$ cat config.mk
export PLATFORM = sky130hd
export DESIGN_NAME = link_heartbeat_supervisor_top
export DESIGN_NICKNAME = d
export VERILOG_FILES = /design/src/rtl/core/lhs_pkg.sv /design/src/rtl/core/lhs_step.sv /design/src/rtl/core/link_heartbeat_supervisor_top.sv
export VERILOG_INCLUDE_DIRS = /design/src /design/src/rtl/core
export SDC_FILE = /design/constraint.sdc
export NUM_CORES = 1
export LEC_CHECK = 0
export ABC_AREA = 1
export BUFFER_PORTS_ARGS = -buffer_cell sky130_fd_sc_hd__buf_2
export CAP_MARGIN = 5
export CORE_MARGIN = 10
export CORE_UTILIZATION = 55
export DETAILED_ROUTE_END_ITERATION = 6
export GPL_TIMING_DRIVEN = 0
export PLACE_DENSITY = 0.74
export SETUP_SLACK_MARGIN = 0.4
export SYNTH_ARGS = -nofsm -noshare
export SYNTH_HDL_FRONTEND = slang
export SYNTH_SLANG_ARGS = --single-unit
$ cat constraint.sdc
create_clock -name clk -period 15.3 [get_ports clk]
set_clock_uncertainty 0.05 [all_clocks]
set_input_delay 2.295 -clock clk [delete_from_list [all_inputs] [get_ports clk]]
set_output_delay 2.295 -clock clk [all_outputs]
set_load 0.005 [all_outputs]
$ cat src/rtl/core/assert_macros.svh
// ----------------------------------------------------------------------------
// Assertion macros
// Shared concurrent assertion forms for the heartbeat supervisor RTL.
// ----------------------------------------------------------------------------
`ifndef ASSERT_MACROS_SVH
`define ASSERT_MACROS_SVH

// Antecedent in one cycle implies the consequent in the same cycle.
`define LHS_ASSERT_SAME(label, ante, cons, msg) \
	label: assert property (@(posedge clk) disable iff (!arst_n) (ante) |-> (cons)) \
		else $error(msg);

// Antecedent in one cycle implies the consequent in the next cycle.
`define LHS_ASSERT_NEXT(label, ante, cons, msg) \
	label: assert property (@(posedge clk) disable iff (!arst_n) (ante) |=> (cons)) \
		else $error(msg);

`endif

$ cat src/rtl/core/lhs_pkg.sv
// ----------------------------------------------------------------------------
// Link heartbeat supervisor package
// Types, codes and reset values shared by the supervisor modules.
// ----------------------------------------------------------------------------
`default_nettype none

package lhs_pkg;

	localparam int TIME_W  = 32;
	localparam int CNT_W   = 8;
	localparam int IVL_W   = 16;
	localparam int KIND_W  = 2;
	localparam int MODE_W  = 2;
	localparam int CFG_IDX_W = 3;
	localparam int OUT_TDATA_W = 24;

	// Event kinds. The unused code is handled as a tick.
	localparam logic [KIND_W-1:0] KIND_TICK = 2'd0;
	localparam logic [KIND_W-1:0] KIND_BYTE = 2'd1;
	localparam logic [KIND_W-1:0] KIND_PONG = 2'd2;

	// Link modes.
	localparam logic [MODE_W-1:0] MODE_SEARCHING = 2'd0;
	localparam logic [MODE_W-1:0] MODE_LINKED    = 2'd1;
	localparam logic [MODE_W-1:0] MODE_ERROR     = 2'd2;

	// Configuration register indexes.
	localparam logic [CFG_IDX_W-1:0] REG_PING_INTERVAL = 3'd0;
	localparam logic [CFG_IDX_W-1:0] REG_DETECT_TIMEOUT = 3'd1;
	localparam logic [CFG_IDX_W-1:0] REG_STALE = 3'd2;
	localparam logic [CFG_IDX_W-1:0] REG_PROBE_WINDOW = 3'd3;
	localparam logic [CFG_IDX_W-1:0] REG_INIT_BACKOFF = 3'd4;
	localparam logic [CFG_IDX_W-1:0] REG_MAX_BACKOFF = 3'd5;

	// Register reset values.
	localparam logic [IVL_W-1:0]  RST_PING_INTERVAL  = 16'd2000;
	localparam logic [TIME_W-1:0] RST_DETECT_TIMEOUT = 32'd30000;
	localparam logic [TIME_W-1:0] RST_STALE          = 32'd15000;
	localparam logic [TIME_W-1:0] RST_PROBE_WINDOW   = 32'd3000;
	localparam logic [TIME_W-1:0] RST_INIT_BACKOFF   = 32'd5000;
	localparam logic [TIME_W-1:0] RST_MAX_BACKOFF    = 32'd30000;

	typedef struct packed {
		logic [IVL_W-1:0]  ping_interval;
		logic [TIME_W-1:0] detect_timeout;
		logic [TIME_W-1:0] stale;
		logic [TIME_W-1:0] probe_window;
		logic [TIME_W-1:0] init_backoff;
		logic [TIME_W-1:0] max_backoff;
	} lhs_cfg_t;

	typedef struct packed {
		logic [MODE_W-1:0] mode;
		logic [TIME_W-1:0] last_ping;
		logic [TIME_W-1:0] last_rx;
		logic [TIME_W-1:0] entered;
		logic [CNT_W-1:0]  attempts;
		logic [CNT_W-1:0]  retries;
		logic [TIME_W-1:0] backoff;
	} lhs_state_t;

	typedef struct packed {
		logic              just_linked;
		logic [CNT_W-1:0]  retry_count;
		logic [CNT_W-1:0]  ping_count;
		logic [MODE_W-1:0] link_state;
		logic              send_ping;
	} lhs_result_t;

endpackage

`default_nettype wire

$ cat src/rtl/core/lhs_step.sv
// ----------------------------------------------------------------------------
// Link heartbeat supervisor step
// Next-state and result logic for one event, purely combinational.
// ----------------------------------------------------------------------------
`default_nettype none

module lhs_step (
	input  wire logic [lhs_pkg::KIND_W-1:0] kind,
	input  wire logic [lhs_pkg::TIME_W-1:0] now_ms,
	input  wire lhs_pkg::lhs_cfg_t          cfg,
	input  wire lhs_pkg::lhs_state_t        cur,
	output lhs_pkg::lhs_state_t             nxt,
	output lhs_pkg::lhs_result_t            res
);
	import lhs_pkg::*;

	always_comb begin
		logic [TIME_W-1:0] since_ping;
		logic [TIME_W-1:0] since_enter;
		logic [TIME_W-1:0] quiet;
		logic [TIME_W:0]   drop_at;
		logic [TIME_W:0]   doubled;
		logic              send;
		logic              linked_now;

		nxt        = cur;
		send       = 1'b0;
		linked_now = 1'b0;

		// Receive activity refreshes the receive time first.
		if (kind == KIND_BYTE || kind == KIND_PONG) begin
			nxt.last_rx = now_ms;
		end

		// A pong links a searching or failed link.
		if (kind == KIND_PONG && (cur.mode == MODE_SEARCHING || cur.mode == MODE_ERROR)) begin
			nxt.mode    = MODE_LINKED;
			nxt.entered = now_ms;
			nxt.retries = '0;
			nxt.backoff = cfg.init_backoff;
			linked_now  = 1'b1;
		end

		since_ping  = now_ms - cur.last_ping;
		since_enter = now_ms - cur.entered;
		quiet       = now_ms - nxt.last_rx;
		drop_at     = {1'b0, cfg.stale} + {1'b0, cfg.probe_window};
		doubled     = {cur.backoff, 1'b0};

		unique case (nxt.mode)
			MODE_SEARCHING: begin
				if (since_ping >= {{(TIME_W-IVL_W){1'b0}}, cfg.ping_interval}) begin
					send          = 1'b1;
					nxt.last_ping = now_ms;
					nxt.attempts  = cur.attempts + 1'b1;
				end
				if (since_enter >= cfg.detect_timeout) begin
					nxt.mode    = MODE_ERROR;
					nxt.entered = now_ms;
				end
			end
			MODE_LINKED: begin
				if (quiet >= cfg.stale) begin
					send          = 1'b1;
					nxt.last_ping = now_ms;
					if ({1'b0, quiet} >= drop_at) begin
						nxt.mode     = MODE_SEARCHING;
						nxt.entered  = now_ms;
						nxt.attempts = '0;
					end
				end
			end
			MODE_ERROR: begin
				if (since_enter >= cur.backoff) begin
					nxt.retries = cur.retries + 1'b1;
					if (doubled > {1'b0, cfg.max_backoff}) begin
						nxt.backoff = cfg.max_backoff;
					end else begin
						nxt.backoff = doubled[TIME_W-1:0];
					end
					nxt.mode     = MODE_SEARCHING;
					nxt.entered  = now_ms;
					nxt.attempts = '0;
				end
			end
			default: begin
				// Unused mode code: only the receive time moves.
			end
		endcase

		res.send_ping   = send;
		res.link_state  = nxt.mode;
		res.ping_count  = nxt.attempts;
		res.retry_count = nxt.retries;
		res.just_linked = linked_now;
	end

endmodule

`default_nettype wire

$ cat src/rtl/core/link_heartbeat_supervisor_top.sv
// ----------------------------------------------------------------------------
// Link heartbeat supervisor
// Tracks the health of a serial link from timestamped tick, byte and pong
// events and reports ping requests and the link state for every event.
// ----------------------------------------------------------------------------
// The supervisor takes one event item per clock while results are taken and
// returns exactly one result item per event, in order. An event is captured
// in an input register, the link state is advanced by a single pass of compare
// and update logic, and the result lands in an output register, so a new event
// can be accepted every cycle as long as results are taken. The link state
// register is the only loop: each event sees the state left by the one before
// it. When the master side stalls, the input register holds one more event
// and then the slave side stops accepting. Configuration writes are always
// accepted and take effect at once; write them only while no event is in
// flight. Time differences are taken modulo 2^32 on the event timestamps, so
// the timestamp may wrap freely.
`default_nettype none

`include "assert_macros.svh"

module link_heartbeat_supervisor_top (
	input  wire logic                               clk,
	input  wire logic                               arst_n,

	// Event items.
	input  wire logic                               s_axis_tvalid,
	output logic                                    s_axis_tready,
	// tdata: now_ms [31:0]
	input  wire logic [lhs_pkg::TIME_W-1:0]         s_axis_tdata,
	// tuser: kind [1:0]
	input  wire logic [lhs_pkg::KIND_W-1:0]         s_axis_tuser,

	// Result items.
	output logic                                    m_axis_tvalid,
	input  wire logic                               m_axis_tready,
	// tdata: send_ping [0], link_state [2:1], ping_count [10:3],
	//        retry_count [18:11], just_linked [19], zero [23:20]
	output logic [lhs_pkg::OUT_TDATA_W-1:0]         m_axis_tdata,

	// Configuration writes.
	input  wire logic                               cfg_valid,
	output logic                                    cfg_ready,
	input  wire logic [lhs_pkg::CFG_IDX_W-1:0]      cfg_index,
	input  wire logic [lhs_pkg::TIME_W-1:0]         cfg_data
);
	import lhs_pkg::*;

	localparam int RES_W = $bits(lhs_result_t);

	lhs_cfg_t          cfg_q;
	lhs_state_t        state_q;
	lhs_state_t        state_nxt;
	lhs_result_t       res_nxt;
	lhs_result_t       res_q;

	logic              valid_s1;
	logic [KIND_W-1:0] kind_s1;
	logic [TIME_W-1:0] now_s1;
	logic              out_valid_q;
	logic              adv_s1;

	// The input stage moves on when the output register is empty or drains.
	assign adv_s1        = valid_s1 && (!out_valid_q || m_axis_tready);
	assign s_axis_tready = !valid_s1 || adv_s1;
	assign cfg_ready     = 1'b1;

	// Configuration registers.
	always_ff @(posedge clk or negedge arst_n) begin
		if (!arst_n) begin
			cfg_q.ping_interval  <= RST_PING_INTERVAL;
			cfg_q.detect_timeout <= RST_DETECT_TIMEOUT;
			cfg_q.stale          <= RST_STALE;
			cfg_q.probe_window   <= RST_PROBE_WINDOW;
			cfg_q.init_backoff   <= RST_INIT_BACKOFF;
			cfg_q.max_backoff    <= RST_MAX_BACKOFF;
		end else if (cfg_valid && cfg_ready) begin
			unique case (cfg_index)
				REG_PING_INTERVAL:  cfg_q.ping_interval  <= cfg_data[IVL_W-1:0];
				REG_DETECT_TIMEOUT: cfg_q.detect_timeout <= cfg_data;
				REG_STALE:          cfg_q.stale          <= cfg_data;
				REG_PROBE_WINDOW:   cfg_q.probe_window   <= cfg_data;
				REG_INIT_BACKOFF:   cfg_q.init_backoff   <= cfg_data;
				REG_MAX_BACKOFF:    cfg_q.max_backoff    <= cfg_data;
				default: begin
					// Writes beyond the register list are dropped.
				end
			endcase
		end
	end

	// Input register.
	always_ff @(posedge clk or negedge arst_n) begin
		if (!arst_n) begin
			valid_s1 <= 1'b0;
		end else if (s_axis_tready) begin
			valid_s1 <= s_axis_tvalid;
		end
	end

	always_ff @(posedge clk) begin
		if (s_axis_tvalid && s_axis_tready) begin
			kind_s1 <= s_axis_tuser;
			now_s1  <= s_axis_tdata;
		end
	end

	// One event worth of link supervision.
	lhs_step u_step (
		.kind   (kind_s1),
		.now_ms (now_s1),
		.cfg    (cfg_q),
		.cur    (state_q),
		.nxt    (state_nxt),
		.res    (res_nxt)
	);

	// Link state advances only when an event moves into the output register.
	always_ff @(posedge clk or negedge arst_n) begin
		if (!arst_n) begin
			state_q.mode      <= MODE_SEARCHING;
			state_q.last_ping <= '0;
			state_q.last_rx   <= '0;
			state_q.entered   <= '0;
			state_q.attempts  <= '0;
			state_q.retries   <= '0;
			state_q.backoff   <= RST_INIT_BACKOFF;
		end else if (adv_s1) begin
			state_q <= state_nxt;
		end
	end

	// Output register.
	always_ff @(posedge clk or negedge arst_n) begin
		if (!arst_n) begin
			out_valid_q <= 1'b0;
		end else if (adv_s1) begin
			out_valid_q <= 1'b1;
		end else if (m_axis_tready) begin
			out_valid_q <= 1'b0;
		end
	end

	always_ff @(posedge clk) begin
		if (adv_s1) begin
			res_q <= res_nxt;
		end
	end

	assign m_axis_tvalid = out_valid_q;
	assign m_axis_tdata  = {{(OUT_TDATA_W-RES_W){1'b0}}, res_q};

	// A held event keeps its timestamp until it moves on.
	`LHS_ASSERT_NEXT(a_s1_hold, valid_s1 && !adv_s1, valid_s1 && $stable(now_s1),
		"input stage lost a stalled event")
	// The link state never moves without an event being processed.
	`LHS_ASSERT_NEXT(a_state_quiet, !adv_s1, $stable(state_q),
		"link state changed without an event")
	// Every processed event produces a result in the next cycle.
	`LHS_ASSERT_NEXT(a_result_made, adv_s1, m_axis_tvalid,
		"processed event produced no result")
	// The input side is only blocked by a waiting result.
	`LHS_ASSERT_SAME(a_ready_cause, !s_axis_tready, valid_s1 && out_valid_q && !m_axis_tready,
		"input blocked without a stalled result")

endmodule

`default_nettype wire

==> results of run 1 <==
-- synthesized netlist by cell type (6+ instances only) --
cell / number
nand2_1: 985
inv_1: 514
o21ai_0: 467
ha_1: 297
dfrtp_1: 280
a21oi_1: 248
nor2_1: 223
nand3_1: 140
clkbuf_1: 103
xor2_1: 74
edfxtp_1: 54
dfstp_2: 44
xnor2_1: 38
nand4_1: 36
a221oi_1: 31
o22ai_1: 31
nor3_1: 21
o21bai_1: 17
o21ai_1: 16
a211oi_1: 15
a31oi_1: 12
o211ai_1: 11
a21o_1: 9
inv_2: 8
o21a_1: 8
nand2_2: 7
o221ai_1: 7
a21boi_0: 6
buf_2: 6
buf_4: 6
buf_6: 6
nand3b_1: 6
-- worst min-delay path, stage by stage (launching register included) --
cell	delay [ns]
dfrtp_1	0.34
nand2_1	0.05
nand2_1	0.05
-- stage by stage --
| step | total power [mW] | hold slack, ns |
|---|---|---|
| floorplan | 4.31 | 0.398 |
| global placement | 5.31 | 0.411 |
| detailed placement | 5.40 | 0.415 |
| CTS | 6.47 | 0.431 |
| global route | 7.10 | 0.443 |
| finish | 6.54 | 0.429 |
-- kinds of logic after synthesis --
| logic type | synth area share, % |
|---|---|
| multiplexers | 0.0717 |
| other | 0.0269 |
| XOR/XNOR | 3.51 |
| buffers and inverters | 8.97 |
| AND/OR/NAND/NOR | 21.0 |
| adder cells (fa/ha/maj) | 13.6 |
| AO/OA/AOI/OAI | 17.8 |
| flip-flops | 35.1 |
-- power by group --
group          internal (mW)  leakage, nW  total (mW)  switching, mW
clock network          0.600        0.698        1.05          0.448
registers               1.31         4.47        1.50          0.183
logic                   1.40         10.4        3.99           2.59
total                   3.32         15.6        6.54           3.22
-- flip-flops by register name (all words and copies together) (netlist names) --
signal,count
m_axis_tdata,20
kind_s1,2
cfg_q,176
valid_s1,1
m_axis_tvalid,1
now_s1,32
state_q,146
-- worst paths after layout --
check,startpoint,end,slack [ns],cells past startpoint
max,now_s1[0]$_DFFE_PP_,state_q[57]$_DFFE_PN0P_,7.77,28
min,state_q[67]$_DFFE_PN0P_,state_q[67]$_DFFE_PN0P_,0.43,2
max reg2reg,now_s1[0]$_DFFE_PP_,state_q[57]$_DFFE_PN0P_,7.77,28
min reg2reg,state_q[67]$_DFFE_PN0P_,state_q[67]$_DFFE_PN0P_,0.43,2
max in group asynchronous,arst_n,state_q[69]$_DFFE_PN0P_,12.30,3
min in group asynchronous,arst_n,cfg_q[57]$_DFFE_PN0P_,1.56,1
-- per-layer routing --
layer | GRT usage [%] | vias to the layer above | wire [µm]
met2 | 44.8 | 1067 | 39600
met5 | 0 | - | 0
met4 | 12.2 | 0 | 4000
li1 | - | 12800 | -
met3 | 4.38 | 214 | 6960
met1 | 38.1 | 12200 | 37300
-- layout make-up --
cell class,instances,area (µm²),share of cell area [%]
Clock inverter,23,231,0.753
Inverter,524,1970,6.40
Buffer,123,538,1.75
Clock buffer,58,1180,3.85
Tap cell,672,841,2.73
Multi-Input combinational cell,2762,15600,50.8
Timing Repair Buffer,99,573,1.86
Sequential cell,378,9780,31.8
==> flow_summary_export.csv, run 1 <==
group,metric,value,unit
placement,dp_hpwl,67900,µm
grt,grt_pass1_vias,23900,
cells_and_area,post-route-cell-area,30800,µm²
placement,placedCellCount,4558,
setup_path,required,15.77,ns
setup_path,critPathMaxFanout,10,
placement,io_buffer_count,95,
cells_and_area,instances_no_fill,4639,
synthesis,syn_area,27900,µm²
timing,timing.setup.tns,0,ns
cells_and_area,drive_gt1_share,6.76,%
run_status,violations,"design-rule violations",
cells_and_area,mostFrequentLayoutCells,"985 x nand2_1, 513 x inv_1, 467 x o21ai_0",
clock_network,postCtsSetupRepairBufs,0,
die,die_w,245,µm
route,drtIter0Drc,2795,
clock_network,cts_tree,"yes",
route,dr.pass1.iters,7,
timing,fin_crit,7.53,ns
clock_network,root_buffer,"clkbuf_16",
synthesis,yosysTopAreaCell,"dfrtp_1",
pwr,ir_drop,0.119,mV
timing,finalHoldViolations,0,
route,drcViolationCount,8,
die,rows,82,
setup_path,arrival,8.00,ns
synthesis,synth_cell_type_count,62,
setup_path,path_buf_inv,3,
synthesis,synth-edff-count,54,
cells_and_area,insertedDiodeCount,0,
synthesis,yosysTopAreaCellShare,25.1,%
cells_and_area,layout.nets,4307,
setup_path,worstSetupStartpointType,"flip-flop",
synthesis,synthCells,3784,
grt,grt_max_degree,103,
die,start_util,55.6,%
die,die-height,245,µm
timing,fmax,133,MHz
synthesis,ys_warn_count,0,
setup_path,crit_family,"compound AO/OA/AOI/OAI gates",
grt,grt-ovfl-total,0,
synthesis,synth_seq_cells,378,
timing,finalSetupViolCount,0,
synthesis,avgSynthCellArea,7.38,µm²
timing,max-slew-margin-rel,15.9,%
cells_and_area,fill_cells,4654,
clock_network,postCtsHoldBufs,0,
placement,place_congestion,0.985,
clock_network,cts.clk_slew.worst_paths,0.06,ns
grt,grt_usage,28.4,%
die,pin_count,101,
clock_network,cts_resized,0,
setup_path,crit_top_cell,"nand2_1",
clock_network,cts_buffer_depth,3,
route,vias,26300,
timing,rsz0062_at_grt,"no",
pwr,power_leakage,15.6,nW
flow_run,drv_cap,0,
timing,final_max_slew_viol_count,0,
timing,finalCritPeriodShare,49.2,%
pwr,p_per_area,213,nW/µm²
route,antenna_left,0,
clock_network,htree_levels,2,
placement,post-place-ws,8.11,ns
grt,grt_antenna_before_repair,1,
run_status,status,"complete, but fails checks",
route,wl_per_cell,18.9,µm
grt,grt_pass1_wl,135000,µm
synthesis,synthArstFlopShare,85.7,%
die,dieArea,60200,µm²
setup_path,crit_path_end_kind,"flip-flop",
cells_and_area,final_common_cell,"nand2_1",
synthesis,ys_seq_area_share,35.1,%
cells_and_area,final_util,61.3,%
route,drt_wl_total,87800,µm
timing,fin_ws,7.77,ns
synthesis,synth-main-ff-cell,"dfrtp_1",
route,avgViaCountPerCell,5.66,
setup_path,path_class,"flip-flop to flip-flop",
worst_hold_path,hp-class,"flip-flop to flip-flop",
synthesis,synth_area_leaders,"dfrtp_1 25%, ha_1 13%, nand2_1 13%",
timing,tightest_slew,1.26,ns
setup_path,cp_slowest_cell,"o21ai_1",
clock_network,clock_sinks,378,
clock_network,clkLatencyLatePin,0.60,ns
clock_network,cts_buffers,44,
cells_and_area,area_growth,10.2,%
placement,place_area,29300,µm²
die,core_area,50200,µm²
setup_path,slowest_delay,0.93,ns
(Power assumes the default switching activity.)
==> run 2: changes to the inputs <==
--- a/config.mk
+++ b/config.mk
@@ -13,7 +13,7 @@
 export CORE_UTILIZATION = 55
 export DETAILED_ROUTE_END_ITERATION = 6
 export GPL_TIMING_DRIVEN = 0
-export PLACE_DENSITY = 0.74
+export PLACE_DENSITY = 0.77
 export SETUP_SLACK_MARGIN = 0.4
 export SYNTH_ARGS = -nofsm -noshare
 export SYNTH_HDL_FRONTEND = slang
==> constraint.sdc (replaced) <==
create_clock -name clk -period 6.1 [get_ports clk]
set_clock_uncertainty 0.05 [all_clocks]
set_input_delay 0.915 -clock clk [delete_from_list [all_inputs] [get_ports clk]]
set_output_delay 0.915 -clock clk [all_outputs]
set_load 0.005 [all_outputs]
==> run 2 against run 1 <==
Effect of this change: the run still ends with design-rule violations left; combinational power grew to 2.9 times the previous value; via count up 3.5%; cell count grew 1.8%; sequential share of layout area shrank 1.8 points; final area up 6.1%; non-clock buffer count increased by 85; core utilization is 3.7 points higher; count of clock-buffer cells in the layout down 5; global-route usage increased by 0.33 points; hold slack worse by 0.35 ns; register-to-register slack got worse by 7.4 ns; sequential power rose by 150%; highest routed layer unchanged.
==> flow_summary_export.csv, run 2 (same netlist as run 1, synthesis figures left out) <==
group,metric,value,unit
run_status,status,"complete, but fails checks",
run_status,violations,"design-rule violations",
die,rows,82,
cells_and_area,layout.nets,4391,
cells_and_area,instances_no_fill,4722,
timing,finalSetupViolCount,0,
timing,fin_ws,0.352,ns
clock_network,cts_buffer_depth,3,
clock_network,cts_tree,"yes",
route,drcViolationCount,6,
pwr,switching_share,48.9,%
timing,tightest_slew,1.39,ns
pwr,p_int,9.22,mW
grt,grt_usage,28.7,%
die,die-height,245,µm
flow_run,drv_cap,0,
timing,fmax,174,MHz
setup_path,worstSetupStartpointType,"flip-flop",
route,wl_per_cell,19.3,µm
cells_and_area,seq_area,9780,µm²
clock_network,htree_levels,2,
pwr,p_sw,8.81,mW
die,die_w,245,µm
die,start_util,55.6,%
cells_and_area,fill_cells,4232,
route,drt_wl_total,91200,µm
setup_path,r2r_end,"state_q[119]$_DFFE_PN0P_",
die,pin_count,101,
cells_and_area,insertedDiodeCount,0,
clock_network,postCtsHoldBufs,0,
grt,grt_max_degree,117,
setup_path,path_class,"flip-flop to flip-flop",
pwr,ir_drop,0.369,mV
pwr,clock_power_share,15.2,%
cells_and_area,area_growth,16.9,%
timing,rsz0062_at_grt,"yes",
pwr,comb_power_share,64.0,%
cells_and_area,multiInputGateArea,16600,µm²
placement,placedCellCount,4557,
setup_path,required,6.56,ns
timing,finalHoldViolations,0,
setup_path,regToRegStartpoint,"kind_s1[1]$_DFFE_PP_",
die,dieArea,60200,µm²
cells_and_area,top_regs,"cfg_q x176, state_q x146, now_s1 x32",
cells_and_area,final_common_cell,"nand2_1",
setup_path,r2r_cells,34,
route,dr.pass1.iters,7,
grt,use_met2,45.7,%
route,antenna_left,0,
timing,finalCritPeriodShare,94.2,%
die,core_area,50200,µm²
clock_network,clock_sinks,378,
cells_and_area,top_register,"cfg_q",
clock_network,clkLatencyLatePin,0.61,ns
pwr,p_per_area,553,nW/µm²
cells_and_area,largest_register_ffs,176,
grt,grt-ovfl-total,0,
route,drtIter0Drc,2839,
grt,grt_pass1_wl,137000,µm
clock_network,cts.clk_slew.worst_paths,0.07,ns
setup_path,r2r_slack,0.35,ns
setup_path,crit_path_end_kind,"flip-flop",
placement,place_congestion,0.976,
route,avgViaCountPerCell,5.76,
grt,grt_antenna_before_repair,0,
timing,fin_crit,5.75,ns
placement,dp_hpwl,66900,µm
clock_network,cts_buffers,42,
worst_hold_path,hp-class,"input port to async pin",
timing,fin_hold_ws,0.0818,ns
timing,timing.setup.tns,0,ns
cells_and_area,mostFrequentLayoutCells,"960 x nand2_1, 504 x inv_1, 450 x o21ai_0",
placement,io_buffer_count,95,
grt,grt_pass1_vias,24900,
pwr,p_seq_share,20.8,%
pwr,finalPower,18.0,mW
setup_path,cp_slowest_cell,"edfxtp_1",
grt,use_met3,5.28,%
setup_path,critPathMaxFanout,10,
setup_path,arrival,6.20,ns
grt,busiest_layer,"met2",
timing,max-slew-margin-rel,7.06,%
grt,use_met1,36.7,%
timing,final_max_slew_viol_count,0,
clock_network,root_buffer,"clkbuf_16",
pwr,power_leakage,16.3,nW
setup_path,slowest_delay,0.45,ns
route,vias,27200,
placement,post-place-ws,-0.890,ns
setup_path,crit_top_cell,"nand3_2",
cells_and_area,drive_gt1_share,13.0,%
[run 2: worst max path at each step]
stage,start,endpoint,slack [ns]
final,kind_s1[1]$_DFFE_PP_,state_q[119]$_DFFE_PN0P_,0.35
after global routing,kind_s1[1]$_DFFE_PP_,state_q[69]$_DFFE_PN0P_,0.13
after CTS,kind_s1[1]$_DFFE_PP_,state_q[71]$_DFFE_PN0P_,0.41
after detailed placement,now_s1[0]$_DFFE_PP_,state_q[61]$_DFFE_PN0P_,-0.89
after global placement,arst_n,valid_s1$_DFFE_PN0N_,-2.30
after floorplan,kind_s1[1]$_DFFE_PP_,state_q[75]$_DFFE_PN0P_,0.88
[run 2: cell type report]
cell class / count / share of cell area (%)
Tap cell: 672 / 2.58
Timing Repair Buffer: 184 / 3.93
Inverter: 524 / 6.11
Sequential cell: 378 / 30.0
Buffer: 123 / 2.01
Clock buffer: 53 / 3.60
Multi-Input combinational cell: 2763 / 50.8
Clock inverter: 25 / 0.932
[run 2: worst max-delay path, delay by kind of cell (launching register included)]
family	cells	cell delay, ns
simple gates	16	1.69
compound gates	8	1.15
buf+inv	6	1.14
fa+ha+maj	3	0.89
flops	1	0.45
xor+xnor	1	0.24
[run 2: per-layer routing]
layer | up-vias | part of all wire (%)
met4 | 0 | 5.7
li1 | 13000 | -
met2 | 1250 | 46
met5 | - | 0
met3 | 265 | 8.7
met1 | 12700 | 40
[run 2: timing repair]
action                     4_1_cts  5_1_grt
setup buffers                   15       67
pin swaps                       10       67
cloned                           0        5
resized for setup               73      208
setup endpoints to repair      133      132
[run 2: per-stage QoR]
stage | area [µm²] | utilization (%)
floorplan | 27900 | -
finish | 32600 | 65.0
detailed placement | 29300 | 58.5
CTS | 31200 | 62.2
global route | 32600 | 65.0
global placement | 29200 | 58.3
[run 2: power by group through the flow]
stage,Clock [mW],Combinational (mW),Sequential (mW)
after floorplan,0,7.17,3.63
after global placement,0,9.52,3.75
after detailed placement,0,9.73,3.77
after CTS,2.75,10.2,3.73
after global routing,2.86,12.8,3.81
final,2.74,11.5,3.75
